**config.mk**
```make
export PLATFORM = sky130hd
export DESIGN_NAME = periodic_euclidean_distance_flat
export DESIGN_NICKNAME = d
export VERILOG_FILES = /design/src/hdl/ped_pkg.sv /design/src/hdl/ped_pts_if.sv /design/src/hdl/ped_dist_if.sv /design/src/hdl/ped_cfg_if.sv /design/src/hdl/ped_front.sv /design/src/hdl/ped_sqrt.sv /design/src/hdl/periodic_euclidean_distance.sv /design/src/flat_wrapper.sv
export VERILOG_INCLUDE_DIRS = /design/src /design/src/hdl
export SDC_FILE = /design/constraint.sdc
export NUM_CORES = 2
export LEC_CHECK = 0
export BUFFER_PORTS_ARGS = -buffer_cell sky130_fd_sc_hd__buf_2
export CORE_UTILIZATION = 59
export CTS_CLUSTER_SIZE = 30
export DETAILED_ROUTE_END_ITERATION = 6
export PLACE_DENSITY_LB_ADDON = 0.25
export SLEW_MARGIN = 20
export SYNTH_ARGS = -nofsm -noshare
export SYNTH_HDL_FRONTEND = slang
export SYNTH_HIERARCHICAL = 1
export SYNTH_SLANG_ARGS = --single-unit
```
**constraint.sdc**
```tcl
create_clock -name clk -period 26 [get_ports clk]
set_clock_uncertainty 0.1 [all_clocks]
set_input_delay 7.8 -clock clk [delete_from_list [all_inputs] [get_ports clk]]
set_output_delay 7.8 -clock clk [all_outputs]
set_load 0.005 [all_outputs]
```
**src/hdl/periodic_euclidean_distance_macros.svh**
```systemverilog
// Assertion macros shared by the distance pipeline modules.
// Needs a clock named clk and an active-high reset named rst in the including module.
`ifndef PERIODIC_EUCLIDEAN_DISTANCE_MACROS_SVH
`define PERIODIC_EUCLIDEAN_DISTANCE_MACROS_SVH

// Same-cycle implication, checked outside reset.
`define PED_ASSERT_IMP(lbl, ante, cons, msg) \
  lbl: assert property (@(posedge clk) disable iff (rst) (ante) |-> (cons)) else $error(msg);

// Next-cycle implication, checked outside reset.
`define PED_ASSERT_NXT(lbl, ante, cons, msg) \
  lbl: assert property (@(posedge clk) disable iff (rst) (ante) |=> (cons)) else $error(msg);

`endif

```
**src/hdl/ped_pkg.sv**
```systemverilog
// Package for the periodic Euclidean distance block: widths, register codes, config struct.
// No dependencies; every other file of the block but the assertion macro header uses it.
`default_nettype none

package ped_pkg;

  localparam int COORD_WIDTH = 16;
  localparam int MAX_DIMS    = 4;
  localparam int FIELD_DIMS  = 4;
  localparam int LIM_DIMS    = (MAX_DIMS < FIELD_DIMS) ? MAX_DIMS : FIELD_DIMS;

  localparam int NUM_DIMS_W  = 3;
  localparam int BOX_W       = 16;

  // Coordinate difference and its shifted versions.
  localparam int DIFF_W = COORD_WIDTH + 1;
  localparam int MAG_W  = ((COORD_WIDTH > BOX_W) ? COORD_WIDTH : BOX_W) + 1;
  localparam int SGN_W  = MAG_W + 1;

  // Squares, sum of squares and square root.
  localparam int SQ_W   = 2 * MAG_W;
  localparam int SUM_W  = SQ_W + $clog2(FIELD_DIMS);
  localparam int ROOT_W = (SUM_W + 1) / 2;
  localparam int RAD_W  = 2 * ROOT_W;
  localparam int REM_W  = ROOT_W + 3;

  localparam int DIST_W = 18;
  localparam int CMP_W  = (ROOT_W > DIST_W) ? ROOT_W : DIST_W;
  localparam logic [DIST_W-1:0] DIST_MAX = '1;

  localparam int FRONT_STAGES = 6;

  localparam int CFG_IDX_W  = 8;
  localparam int CFG_DATA_W = 16;

  localparam logic [NUM_DIMS_W-1:0] NUM_DIMS_RST = NUM_DIMS_W'(3);

  typedef enum logic [CFG_IDX_W-1:0] {
    REG_METRIC_MODE = CFG_IDX_W'(0),
    REG_NUM_DIMS    = CFG_IDX_W'(1),
    REG_BOX_LEN_0   = CFG_IDX_W'(2),
    REG_BOX_LEN_1   = CFG_IDX_W'(3),
    REG_BOX_LEN_2   = CFG_IDX_W'(4),
    REG_BOX_LEN_3   = CFG_IDX_W'(5)
  } reg_idx_t;

  typedef struct packed {
    logic                              metric_mode;
    logic [NUM_DIMS_W-1:0]             num_dims;
    logic [FIELD_DIMS-1:0][BOX_W-1:0]  box_len;
  } cfg_t;

endpackage

`default_nettype wire

```
**src/hdl/ped_pts_if.sv**
```systemverilog
// Input channel carrying one pair of points per item.
// Depends on ped_pkg for the coordinate width.
`default_nettype none

interface ped_pts_if;
  logic                                   valid;
  logic                                   ready;
  logic signed [ped_pkg::COORD_WIDTH-1:0] first_x0;
  logic signed [ped_pkg::COORD_WIDTH-1:0] first_x1;
  logic signed [ped_pkg::COORD_WIDTH-1:0] first_x2;
  logic signed [ped_pkg::COORD_WIDTH-1:0] first_x3;
  logic signed [ped_pkg::COORD_WIDTH-1:0] second_x0;
  logic signed [ped_pkg::COORD_WIDTH-1:0] second_x1;
  logic signed [ped_pkg::COORD_WIDTH-1:0] second_x2;
  logic signed [ped_pkg::COORD_WIDTH-1:0] second_x3;

  modport source (
    output valid, first_x0, first_x1, first_x2, first_x3,
    output second_x0, second_x1, second_x2, second_x3,
    input  ready
  );
  modport sink (
    input  valid, first_x0, first_x1, first_x2, first_x3,
    input  second_x0, second_x1, second_x2, second_x3,
    output ready
  );
endinterface

`default_nettype wire

```
**src/hdl/ped_dist_if.sv**
```systemverilog
// Output channel carrying one distance per item.
// Depends on ped_pkg for the distance width.
`default_nettype none

interface ped_dist_if;
  logic                        valid;
  logic                        ready;
  logic [ped_pkg::DIST_W-1:0]  distance;

  modport source (output valid, distance, input ready);
  modport sink (input valid, distance, output ready);
endinterface

`default_nettype wire

```
**src/hdl/ped_cfg_if.sv**
```systemverilog
// Configuration write channel: register index and write data.
// Depends on ped_pkg for the index and data widths.
`default_nettype none

interface ped_cfg_if;
  logic                            valid;
  logic                            ready;
  logic [ped_pkg::CFG_IDX_W-1:0]   index;
  logic [ped_pkg::CFG_DATA_W-1:0]  data;

  modport source (output valid, index, data, input ready);
  modport sink (input valid, index, data, output ready);
endinterface

`default_nettype wire

```
**src/hdl/ped_front.sv**
```systemverilog
// Front pipeline: differences, minimum-image pick, squares and sum of squares.
// Depends on ped_pkg, ped_pts_if and the assertion macro header.
`default_nettype none
`include "periodic_euclidean_distance_macros.svh"

module ped_front (
  input  logic                        clk,
  input  logic                        rst,
  input  ped_pkg::cfg_t               cfg,
  ped_pts_if.sink                     points,
  output logic                        sum_valid,
  input  logic                        sum_ready,
  output logic [ped_pkg::SUM_W-1:0]   sum
);

  function automatic logic [ped_pkg::MAG_W-1:0] abs_mag(
    input logic signed [ped_pkg::SGN_W-1:0] x
  );
    logic signed [ped_pkg::SGN_W-1:0] n;
    n = x[ped_pkg::SGN_W-1] ? -x : x;
    return n[ped_pkg::MAG_W-1:0];
  endfunction

  logic [ped_pkg::FRONT_STAGES-1:0] v;
  logic [ped_pkg::FRONT_STAGES-1:0] load;

  logic signed [ped_pkg::COORD_WIDTH-1:0] a_in [ped_pkg::FIELD_DIMS];
  logic signed [ped_pkg::COORD_WIDTH-1:0] b_in [ped_pkg::FIELD_DIMS];
  logic [ped_pkg::NUM_DIMS_W-1:0]         dims_eff;

  // stage A: differences
  logic signed [ped_pkg::DIFF_W-1:0]  diff_next [ped_pkg::FIELD_DIMS];
  logic [ped_pkg::FIELD_DIMS-1:0]     mask_next;
  logic signed [ped_pkg::DIFF_W-1:0]  diff_a [ped_pkg::FIELD_DIMS];
  logic [ped_pkg::FIELD_DIMS-1:0]     mask_a;
  logic                               mode_a;

  // stage B: magnitudes of the three candidates
  logic [ped_pkg::MAG_W-1:0]  mag0_next [ped_pkg::FIELD_DIMS];
  logic [ped_pkg::MAG_W-1:0]  magup_next [ped_pkg::FIELD_DIMS];
  logic [ped_pkg::MAG_W-1:0]  magdn_next [ped_pkg::FIELD_DIMS];
  logic [ped_pkg::MAG_W-1:0]  mag0_b [ped_pkg::FIELD_DIMS];
  logic [ped_pkg::MAG_W-1:0]  magup_b [ped_pkg::FIELD_DIMS];
  logic [ped_pkg::MAG_W-1:0]  magdn_b [ped_pkg::FIELD_DIMS];
  logic [ped_pkg::FIELD_DIMS-1:0] mask_b;
  logic                           mode_b;

  // stage C: smallest magnitude
  logic [ped_pkg::MAG_W-1:0]  min_next [ped_pkg::FIELD_DIMS];
  logic [ped_pkg::MAG_W-1:0]  min_c [ped_pkg::FIELD_DIMS];

  // stage D: squares
  logic [ped_pkg::SQ_W-1:0]   sq_next [ped_pkg::FIELD_DIMS];
  logic [ped_pkg::SQ_W-1:0]   sq_d [ped_pkg::FIELD_DIMS];

  // stages E and F: adder tree
  logic [ped_pkg::SUM_W-1:0]  pair_next [ped_pkg::FIELD_DIMS/2];
  logic [ped_pkg::SUM_W-1:0]  pair_e [ped_pkg::FIELD_DIMS/2];
  logic [ped_pkg::SUM_W-1:0]  sum_f;

  // A stage takes a new item when it is empty or its item moves on.
  always_comb begin
    load[ped_pkg::FRONT_STAGES-1] = !v[ped_pkg::FRONT_STAGES-1] || sum_ready;
    for (int s = ped_pkg::FRONT_STAGES - 2; s >= 0; s--) begin
      load[s] = !v[s] || load[s+1];
    end
  end

  // Hold the input off during reset: nothing enters until the stages are clear.
  assign points.ready = load[0] && !rst;
  assign sum_valid    = v[ped_pkg::FRONT_STAGES-1];
  assign sum          = sum_f;

  always_ff @(posedge clk) begin
    if (rst) begin
      v <= '0;
    end else begin
      if (load[0]) begin
        v[0] <= points.valid;
      end
      for (int s = 1; s < ped_pkg::FRONT_STAGES; s++) begin
        if (load[s]) begin
          v[s] <= v[s-1];
        end
      end
    end
  end

  always_comb begin
    a_in[0] = points.first_x0;
    a_in[1] = points.first_x1;
    a_in[2] = points.first_x2;
    a_in[3] = points.first_x3;
    b_in[0] = points.second_x0;
    b_in[1] = points.second_x1;
    b_in[2] = points.second_x2;
    b_in[3] = points.second_x3;
    if (cfg.num_dims > ped_pkg::NUM_DIMS_W'(ped_pkg::LIM_DIMS)) begin
      dims_eff = ped_pkg::NUM_DIMS_W'(ped_pkg::LIM_DIMS);
    end else begin
      dims_eff = cfg.num_dims;
    end
    for (int d = 0; d < ped_pkg::FIELD_DIMS; d++) begin
      diff_next[d] = ped_pkg::DIFF_W'(a_in[d]) - ped_pkg::DIFF_W'(b_in[d]);
      mask_next[d] = ped_pkg::NUM_DIMS_W'(d) < dims_eff;
    end
  end

  always_comb begin
    for (int d = 0; d < ped_pkg::FIELD_DIMS; d++) begin
      mag0_next[d]  = abs_mag(ped_pkg::SGN_W'(diff_a[d]));
      magup_next[d] = abs_mag(ped_pkg::SGN_W'(diff_a[d])
                              + ped_pkg::SGN_W'(signed'({1'b0, cfg.box_len[d]})));
      magdn_next[d] = abs_mag(ped_pkg::SGN_W'(diff_a[d])
                              - ped_pkg::SGN_W'(signed'({1'b0, cfg.box_len[d]})));
    end
  end

  // Smallest square comes from the smallest magnitude; drop unused dims.
  always_comb begin
    for (int d = 0; d < ped_pkg::FIELD_DIMS; d++) begin
      min_next[d] = mag0_b[d];
      if (mode_b) begin
        if (magup_b[d] < min_next[d]) begin
          min_next[d] = magup_b[d];
        end
        if (magdn_b[d] < min_next[d]) begin
          min_next[d] = magdn_b[d];
        end
      end
      if (!mask_b[d]) begin
        min_next[d] = '0;
      end
    end
  end

  always_comb begin
    for (int d = 0; d < ped_pkg::FIELD_DIMS; d++) begin
      sq_next[d] = ped_pkg::SQ_W'(min_c[d]) * ped_pkg::SQ_W'(min_c[d]);
    end
    for (int p = 0; p < ped_pkg::FIELD_DIMS / 2; p++) begin
      pair_next[p] = ped_pkg::SUM_W'(sq_d[2*p]) + ped_pkg::SUM_W'(sq_d[2*p+1]);
    end
  end

  always_ff @(posedge clk) begin
    if (load[0]) begin
      diff_a <= diff_next;
      mask_a <= mask_next;
      mode_a <= cfg.metric_mode;
    end
    if (load[1]) begin
      mag0_b  <= mag0_next;
      magup_b <= magup_next;
      magdn_b <= magdn_next;
      mask_b  <= mask_a;
      mode_b  <= mode_a;
    end
    if (load[2]) begin
      min_c <= min_next;
    end
    if (load[3]) begin
      sq_d <= sq_next;
    end
    if (load[4]) begin
      pair_e <= pair_next;
    end
    if (load[5]) begin
      sum_f <= pair_e[0] + pair_e[1];
    end
  end

  `PED_ASSERT_NXT(a_front_stall_hold,
                  v[ped_pkg::FRONT_STAGES-1] && !sum_ready,
                  v[ped_pkg::FRONT_STAGES-1] && $stable(sum_f),
                  "front: stalled sum changed or vanished")
  `PED_ASSERT_IMP(a_front_full_when_blocked,
                  !points.ready,
                  &v,
                  "front: input blocked while a stage is empty")
  `PED_ASSERT_NXT(a_front_no_phantom,
                  !v[ped_pkg::FRONT_STAGES-2] && load[ped_pkg::FRONT_STAGES-1],
                  !sum_valid,
                  "front: sum valid without an item behind it")

endmodule

`default_nettype wire

```
**src/hdl/ped_sqrt.sv**
```systemverilog
// Pipelined restoring integer square root, one result bit per stage, with output clamp.
// Depends on ped_pkg, ped_dist_if and the assertion macro header.
`default_nettype none
`include "periodic_euclidean_distance_macros.svh"

module ped_sqrt (
  input  logic                        clk,
  input  logic                        rst,
  input  logic                        sum_valid,
  output logic                        sum_ready,
  input  logic [ped_pkg::SUM_W-1:0]   sum,
  ped_dist_if.source                  result
);

  logic [ped_pkg::ROOT_W-1:0] v_q;
  logic [ped_pkg::ROOT_W-1:0] load;

  logic [ped_pkg::RAD_W-1:0]  rad_q  [ped_pkg::ROOT_W];
  logic [ped_pkg::REM_W-1:0]  rem_q  [ped_pkg::ROOT_W];
  logic [ped_pkg::ROOT_W-1:0] root_q [ped_pkg::ROOT_W];

  logic [ped_pkg::RAD_W-1:0]  rad_next  [ped_pkg::ROOT_W];
  logic [ped_pkg::REM_W-1:0]  rem_next  [ped_pkg::ROOT_W];
  logic [ped_pkg::ROOT_W-1:0] root_next [ped_pkg::ROOT_W];

  logic [ped_pkg::RAD_W-1:0]  src_rad;
  logic [ped_pkg::REM_W-1:0]  src_rem;
  logic [ped_pkg::ROOT_W-1:0] src_root;
  logic [ped_pkg::REM_W-1:0]  rem_sh;
  logic [ped_pkg::REM_W-1:0]  trial;
  logic                       ge;

  logic [ped_pkg::CMP_W-1:0]  root_w;
  logic [ped_pkg::REM_W-1:0]  root_dbl;

  always_comb begin
    load[ped_pkg::ROOT_W-1] = !v_q[ped_pkg::ROOT_W-1] || result.ready;
    for (int s = ped_pkg::ROOT_W - 2; s >= 0; s--) begin
      load[s] = !v_q[s] || load[s+1];
    end
  end

  assign sum_ready = load[0];

  // Each stage brings down two radicand bits and decides one root bit.
  always_comb begin
    src_rad  = '0;
    src_rem  = '0;
    src_root = '0;
    rem_sh   = '0;
    trial    = '0;
    ge       = 1'b0;
    for (int s = 0; s < ped_pkg::ROOT_W; s++) begin
      if (s == 0) begin
        src_rad  = ped_pkg::RAD_W'(sum);
        src_rem  = '0;
        src_root = '0;
      end else begin
        src_rad  = rad_q[s-1];
        src_rem  = rem_q[s-1];
        src_root = root_q[s-1];
      end
      rem_sh = {src_rem[ped_pkg::REM_W-3:0], src_rad[ped_pkg::RAD_W-1 -: 2]};
      trial  = ped_pkg::REM_W'({src_root, 2'b01});
      ge     = rem_sh >= trial;
      rad_next[s]  = src_rad << 2;
      rem_next[s]  = ge ? (rem_sh - trial) : rem_sh;
      root_next[s] = {src_root[ped_pkg::ROOT_W-2:0], ge};
    end
  end

  always_ff @(posedge clk) begin
    if (rst) begin
      v_q <= '0;
    end else begin
      if (load[0]) begin
        v_q[0] <= sum_valid;
      end
      for (int s = 1; s < ped_pkg::ROOT_W; s++) begin
        if (load[s]) begin
          v_q[s] <= v_q[s-1];
        end
      end
    end
  end

  always_ff @(posedge clk) begin
    for (int s = 0; s < ped_pkg::ROOT_W; s++) begin
      if (load[s]) begin
        rad_q[s]  <= rad_next[s];
        rem_q[s]  <= rem_next[s];
        root_q[s] <= root_next[s];
      end
    end
  end

  // Clamp to the output range.
  always_comb begin
    root_w = ped_pkg::CMP_W'(root_q[ped_pkg::ROOT_W-1]);
    if (root_w > ped_pkg::CMP_W'(ped_pkg::DIST_MAX)) begin
      result.distance = ped_pkg::DIST_MAX;
    end else begin
      result.distance = ped_pkg::DIST_W'(root_w);
    end
  end

  assign result.valid = v_q[ped_pkg::ROOT_W-1];
  assign root_dbl     = ped_pkg::REM_W'({root_q[ped_pkg::ROOT_W-1], 1'b0});

  `PED_ASSERT_IMP(a_sqrt_rem_bound, v_q[ped_pkg::ROOT_W-1], rem_q[ped_pkg::ROOT_W-1] <= root_dbl, "sqrt: remainder exceeds twice the root")
  `PED_ASSERT_IMP(a_sqrt_first_bit, v_q[0], root_q[0] <= ped_pkg::ROOT_W'(1), "sqrt: first stage root wider than one bit")
  `PED_ASSERT_IMP(a_sqrt_full_when_blocked, !sum_ready, &v_q, "sqrt: input blocked while a stage is empty")

endmodule

`default_nettype wire

```
**src/hdl/periodic_euclidean_distance.sv**
```systemverilog
// Top level of the periodic Euclidean distance block: config registers and the two pipelines.
// Depends on ped_pkg, the three channel interfaces, ped_front and ped_sqrt.
//
// Usage:
//   points : one item is a pair of points, four signed coordinates each. Only the first
//            num_dims dimensions count (num_dims above four acts as four).
//   result : one item per input item, in order: floor(sqrt(sum of squared differences)).
//            In periodic mode each dimension uses the smallest of the squared differences
//            with the second coordinate as is, shifted down or shifted up by its box length.
//   cfg    : register writes (0 metric_mode, 1 num_dims, 2..5 box lengths), ready outside
//            reset. Write only while no item is in flight; indexes past the list are ignored.
// Throughput: one item per cycle while result.ready is high. An accepted item passes
//   through the difference/square/sum pipeline and then the square root pipeline, one root
//   bit per stage.
// Stall: when result.ready is low the last stage holds its item; earlier stages keep
//   filling bubbles, and points.ready drops only once every stage holds an item.
// Reset: empties all stages and holds points.ready and cfg.ready low; metric_mode 0,
//   num_dims 3, box lengths 0.
`default_nettype none

module periodic_euclidean_distance (
  input  logic        clk,
  input  logic        rst,
  ped_cfg_if.sink     cfg,
  ped_pts_if.sink     points,
  ped_dist_if.source  result
);

  ped_pkg::cfg_t               cfg_r;
  logic                        sum_valid;
  logic                        sum_ready;
  logic [ped_pkg::SUM_W-1:0]   sum;

  // Take writes whenever out of reset.
  assign cfg.ready = !rst;

  // Register file; write only while the pipelines are idle.
  always_ff @(posedge clk) begin
    if (rst) begin
      cfg_r.metric_mode <= 1'b0;
      cfg_r.num_dims    <= ped_pkg::NUM_DIMS_RST;
      cfg_r.box_len     <= '0;
    end else if (cfg.valid) begin
      case (cfg.index)
        ped_pkg::REG_METRIC_MODE: cfg_r.metric_mode <= cfg.data[0];
        ped_pkg::REG_NUM_DIMS:    cfg_r.num_dims <= cfg.data[ped_pkg::NUM_DIMS_W-1:0];
        ped_pkg::REG_BOX_LEN_0:   cfg_r.box_len[0] <= cfg.data[ped_pkg::BOX_W-1:0];
        ped_pkg::REG_BOX_LEN_1:   cfg_r.box_len[1] <= cfg.data[ped_pkg::BOX_W-1:0];
        ped_pkg::REG_BOX_LEN_2:   cfg_r.box_len[2] <= cfg.data[ped_pkg::BOX_W-1:0];
        ped_pkg::REG_BOX_LEN_3:   cfg_r.box_len[3] <= cfg.data[ped_pkg::BOX_W-1:0];
        default: begin
          // unknown index: drop the write
        end
      endcase
    end
  end

  // Differences, minimum-image pick, squares and their sum.
  ped_front u_front (
    .clk       (clk),
    .rst       (rst),
    .cfg       (cfg_r),
    .points    (points),
    .sum_valid (sum_valid),
    .sum_ready (sum_ready),
    .sum       (sum)
  );

  // Square root and output clamp; its last stage is the output register.
  ped_sqrt u_sqrt (
    .clk       (clk),
    .rst       (rst),
    .sum_valid (sum_valid),
    .sum_ready (sum_ready),
    .sum       (sum),
    .result    (result)
  );

endmodule

`default_nettype wire
```
**src/flat_wrapper.sv**
```systemverilog
// flat-port wrapper written by rule: the top's interface ports become plain ports
module periodic_euclidean_distance_flat 
  (clk, rst, cfg_valid, cfg_index, cfg_data, cfg_ready, points_valid, points_first_x0, points_first_x1, points_first_x2, points_first_x3, points_second_x0, points_second_x1, points_second_x2, points_second_x3, points_ready, result_valid, result_distance, result_ready);
  ped_cfg_if cfg_i ();
  ped_pts_if points_i ();
  ped_dist_if result_i ();
  input  logic clk;
  input  logic rst;
  input wire logic [$bits(cfg_i.valid)-1:0] cfg_valid;
  input wire logic [$bits(cfg_i.index)-1:0] cfg_index;
  input wire logic [$bits(cfg_i.data)-1:0] cfg_data;
  output wire logic [$bits(cfg_i.ready)-1:0] cfg_ready;
  input wire logic [$bits(points_i.valid)-1:0] points_valid;
  input wire logic [$bits(points_i.first_x0)-1:0] points_first_x0;
  input wire logic [$bits(points_i.first_x1)-1:0] points_first_x1;
  input wire logic [$bits(points_i.first_x2)-1:0] points_first_x2;
  input wire logic [$bits(points_i.first_x3)-1:0] points_first_x3;
  input wire logic [$bits(points_i.second_x0)-1:0] points_second_x0;
  input wire logic [$bits(points_i.second_x1)-1:0] points_second_x1;
  input wire logic [$bits(points_i.second_x2)-1:0] points_second_x2;
  input wire logic [$bits(points_i.second_x3)-1:0] points_second_x3;
  output wire logic [$bits(points_i.ready)-1:0] points_ready;
  output wire logic [$bits(result_i.valid)-1:0] result_valid;
  output wire logic [$bits(result_i.distance)-1:0] result_distance;
  input wire logic [$bits(result_i.ready)-1:0] result_ready;
  assign cfg_i.valid = cfg_valid;
  assign cfg_i.index = cfg_index;
  assign cfg_i.data = cfg_data;
  assign cfg_ready = cfg_i.ready;
  assign points_i.valid = points_valid;
  assign points_i.first_x0 = points_first_x0;
  assign points_i.first_x1 = points_first_x1;
  assign points_i.first_x2 = points_first_x2;
  assign points_i.first_x3 = points_first_x3;
  assign points_i.second_x0 = points_second_x0;
  assign points_i.second_x1 = points_second_x1;
  assign points_i.second_x2 = points_second_x2;
  assign points_i.second_x3 = points_second_x3;
  assign points_ready = points_i.ready;
  assign result_valid = result_i.valid;
  assign result_distance = result_i.distance;
  assign result_i.ready = result_ready;
  periodic_euclidean_distance u_core (.clk(clk), .rst(rst), .cfg(cfg_i), .points(points_i), .result(result_i));
endmodule
```
==> summary.txt <==
Finish
  • Area growth, synth to finish: 7.61%
  • Multi-input logic area: 0.0626 mm^2
  • Nets: 12798
  • Ant diodes: 0
  • Commonest non-fill, non-tap cell in the layout: inv_1
  • Layout filler cell count: 14742
  • Storage cell area: 0.0427 mm^2
  • Final Core Density: 0.639
  • Final cell count without fillers: 13437
  • Share of post-route cells with drive strength above 1: 0.0601
  • Most frequent cells in the layout: 1749 x inv_1, 1362 x edfxtp_1, 1064 x ha_1

Detailed routing
  • Routed Antenna Nets: 0
  • DRT Pass-1 Iters: 5
  • DR WL/cell: 18.2 um
  • Iter 0 DRT Violations: 4781
  • Routed WL: 244 mm
  • # DRC: 0
  • Via density: 5.70
  • DR vias: 76575

Clock tree
  • H-tree depth: 4
  • Post-CTS sizing: 0
  • CTS hold repair buffers: 0
  • Clk root buf: clkbuf_16
  • CTS tree: built
  • Post-CTS Setup Inserts: 0
  • Sink Count: 1454
  • Clock buffer depth: 3
  • CTS Buf Count: 155
  • Skew-Pair Late Insertion Delay: 830 ps
  • Clk slew on worst S/H paths: 60 ps

Worst setup path
  • Worst r2r path cells: 23
  • CP endpoint kind: output pin
  • CP startpoint kind: input pin
  • Critical-path cell list: buf_2, and2b_1, inv_1, nor2_1, and2_1, nand4_1, buf_4, nor3_2, and3_1, nand3_2, nor2b_1, and2_1, nand2_4, nor2_1, buf_4, a31oi_1, buf_2
  • Critical-path top delay cell: nand3_2
  • Req. time, crit path: 18100 ps
  • CP Class: in -> out
  • Worst path arrival time: 13630 ps
  • CP peak stage delay: 810 ps
  • Critical-path maximum fanout: 64

Floorplanning
  • Die Ht: 439 um
  • Die ar.: 0.193 mm^2
  • Starting Density: 0.594
  • # rows: 160
  • Die Wd: 439 um
  • Core region area: 0.190 mm^2
  • I/O pins: 178

Synth
  • Synth cell types: 116
  • YS warnings: 6
  • Yosys top cell area share: 0.362
  • Synthesized flop and latch total: 1454
  • Mapped Area: 0.113 mm^2
  • Mapped Cells: 10689
  • Register area share after synthesis: 0.379
  • Synth area leaders: edfxtp_1 36%, fa_1 14%, ha_1 12%
  • Synth Net Count: 12690
  • Post-synth EDFFs: 1362
  • Asr flop ratio synth: 0
  • Synth area leader: edfxtp_1
  • Ys flop type: edfxtp_1
  • Syn avg cell area: 10.6 um^2

Run
  • Max-cap viol count: 0

STA
  • Final setup fails: 0
  • FMAX: 46.5 MHz
  • RSZ-0062 raised after global routing: false
  • Setup TNS: 0 ps
  • Tmin final: 21530 ps
  • Pins over their slew limit: 0
  • Worst setup slack after layout: 4470 ps
  • Final period util: 0.828
  • Slew HR: 0.234
  • Final hold vios: 0
  • Slew @ Worst Pin: 1130 ps

Global routing
  • Total gr overflow: 0
  • Initial antenna violation count: 2
  • Maximum number of pins on one net before global-route repair: 89
  • Vias in the first global route: 78196
  • First-pass GRT wire length: 394 mm
  • Gr usage total: 0.254

Placement
  • # port buffers: 177
  • Cells after DPL: 13151
  • GP Congestion: 0.936
  • HPWL after detailed placement: 191 mm
  • DP Worst Slack: 4620 ps

Status
  • Outcome: complete, no violations

Min path
  • Hold Crit Class: reg -> reg
  • WHS Path Cells: 0
==> synth_stat cells, drive strengths merged (64+ instances only) <==
| cell | n |
|---|---|
| a21o | 228 |
| xor2 | 208 |
| a21oi | 525 |
| clkbuf | 204 |
| and3 | 120 |
| nor3 | 175 |
| mux2i | 161 |
| nand2 | 767 |
| ha | 1064 |
| dfxtp | 92 |
| fa | 780 |
| nand3 | 148 |
| nand2b | 105 |
| o21ai | 357 |
| o31ai | 74 |
| inv | 1755 |
| edfxtp | 1362 |
| nand4 | 81 |
| nor2 | 573 |
| xnor2 | 527 |
| nor2b | 106 |
| o21a | 111 |
| or3 | 64 |
| and2 | 247 |
==> cell type report <==
type	count	area share
Clock inverter	92	0.00968
Clock buffer	194	0.0337
Inverter	1757	0.0543
Multi-Input combinational cell	7216	0.515
Tap cell	2511	0.0259
Sequential cell	1454	0.352
Timing Repair Buffer	213	0.00952
==> cells by family (layout without fill, tap and decap cells) <==
kind of cell | Yosys count | after routing | share of synthesized area
and+or+nand+nor | 2612 | 2612 | 0.115
buffers and inverters | 2019 | 2256 | 0.0685
adders and majority gates | 1844 | 1844 | 0.256
AOI/OAI and AO/OA | 1808 | 1808 | 0.105
DFF | 1454 | 1454 | 0.379
xor gates and xnor gates | 735 | 735 | 0.0571
muxes | 216 | 216 | 0.0198
other | 1 | 1 | 0.0000332
==> sequential cells by signal, summed over array words and instances, names as in the netlist, 4 cells and up <==
signal,flops
u_core/cfg_r,68
u_core/u_front/diff_a,68
u_core/u_front/mag0_b,68
u_core/u_front/magdn_b,64
u_core/u_front/magup_b,68
u_core/u_front/mask_a,4
u_core/u_front/mask_b,4
u_core/u_front/min_c,68
u_core/u_front/pair_e,70
u_core/u_front/sq_d,132
u_core/u_front/sum,36
u_core/u_front/v,6
u_core/u_sqrt/rad_q,306
u_core/u_sqrt/rem_q,301
u_core/u_sqrt/root_q,171
u_core/u_sqrt/v_q,18
==> stage by stage <==
stage / hold WS (ps) / area, um^2
2_1_floorplan: 300 / 113000
3_3_place_gp: 301 / 116000
3_5_place_dp: 305 / 116000
4_1_cts: 274 / 121000
5_1_grt: 284 / 121000
6_report: 277 / 121000
==> path summary, 6_finish.rpt <==
| kind | startpoint | end | slack [ps] |
|---|---|---|---|
| worst max-delay path | result_ready | points_ready | 4470 |
| worst min-delay path | u_core/u_sqrt/rad_q[2][20] | u_core/u_sqrt/rad_q[3][22] | 280 |
| worst max register to register | u_core/u_front/min_c[7] | u_core/u_front/sq_d[31] | 18240 |
| worst min register to register | u_core/u_sqrt/rad_q[2][20] | u_core/u_sqrt/rad_q[3][22] | 280 |
==> worst max-delay path: cells and delay by family <==
family                 cells  cell delay (ps)
AOI/OAI and AO/OA          1              190
buffers and inverters      5             1230
and+or+nand+nor           11             4330
==> metal layers <==
| layer | GRT usage | up-vias | part of all wire |
|---|---|---|---|
| li1 | - | 36751 | - |
| met3 | 0.0272 | 564 | 0.043 |
| met5 | 0 | - | 0.000041 |
| met2 | 0.450 | 2061 | 0.50 |
| met4 | 0.133 | 2 | 0.056 |
| met1 | 0.306 | 37197 | 0.40 |
Power is not shown: default switching activity piles up to over one toggle a cycle in this logic, so the estimate is an artifact.
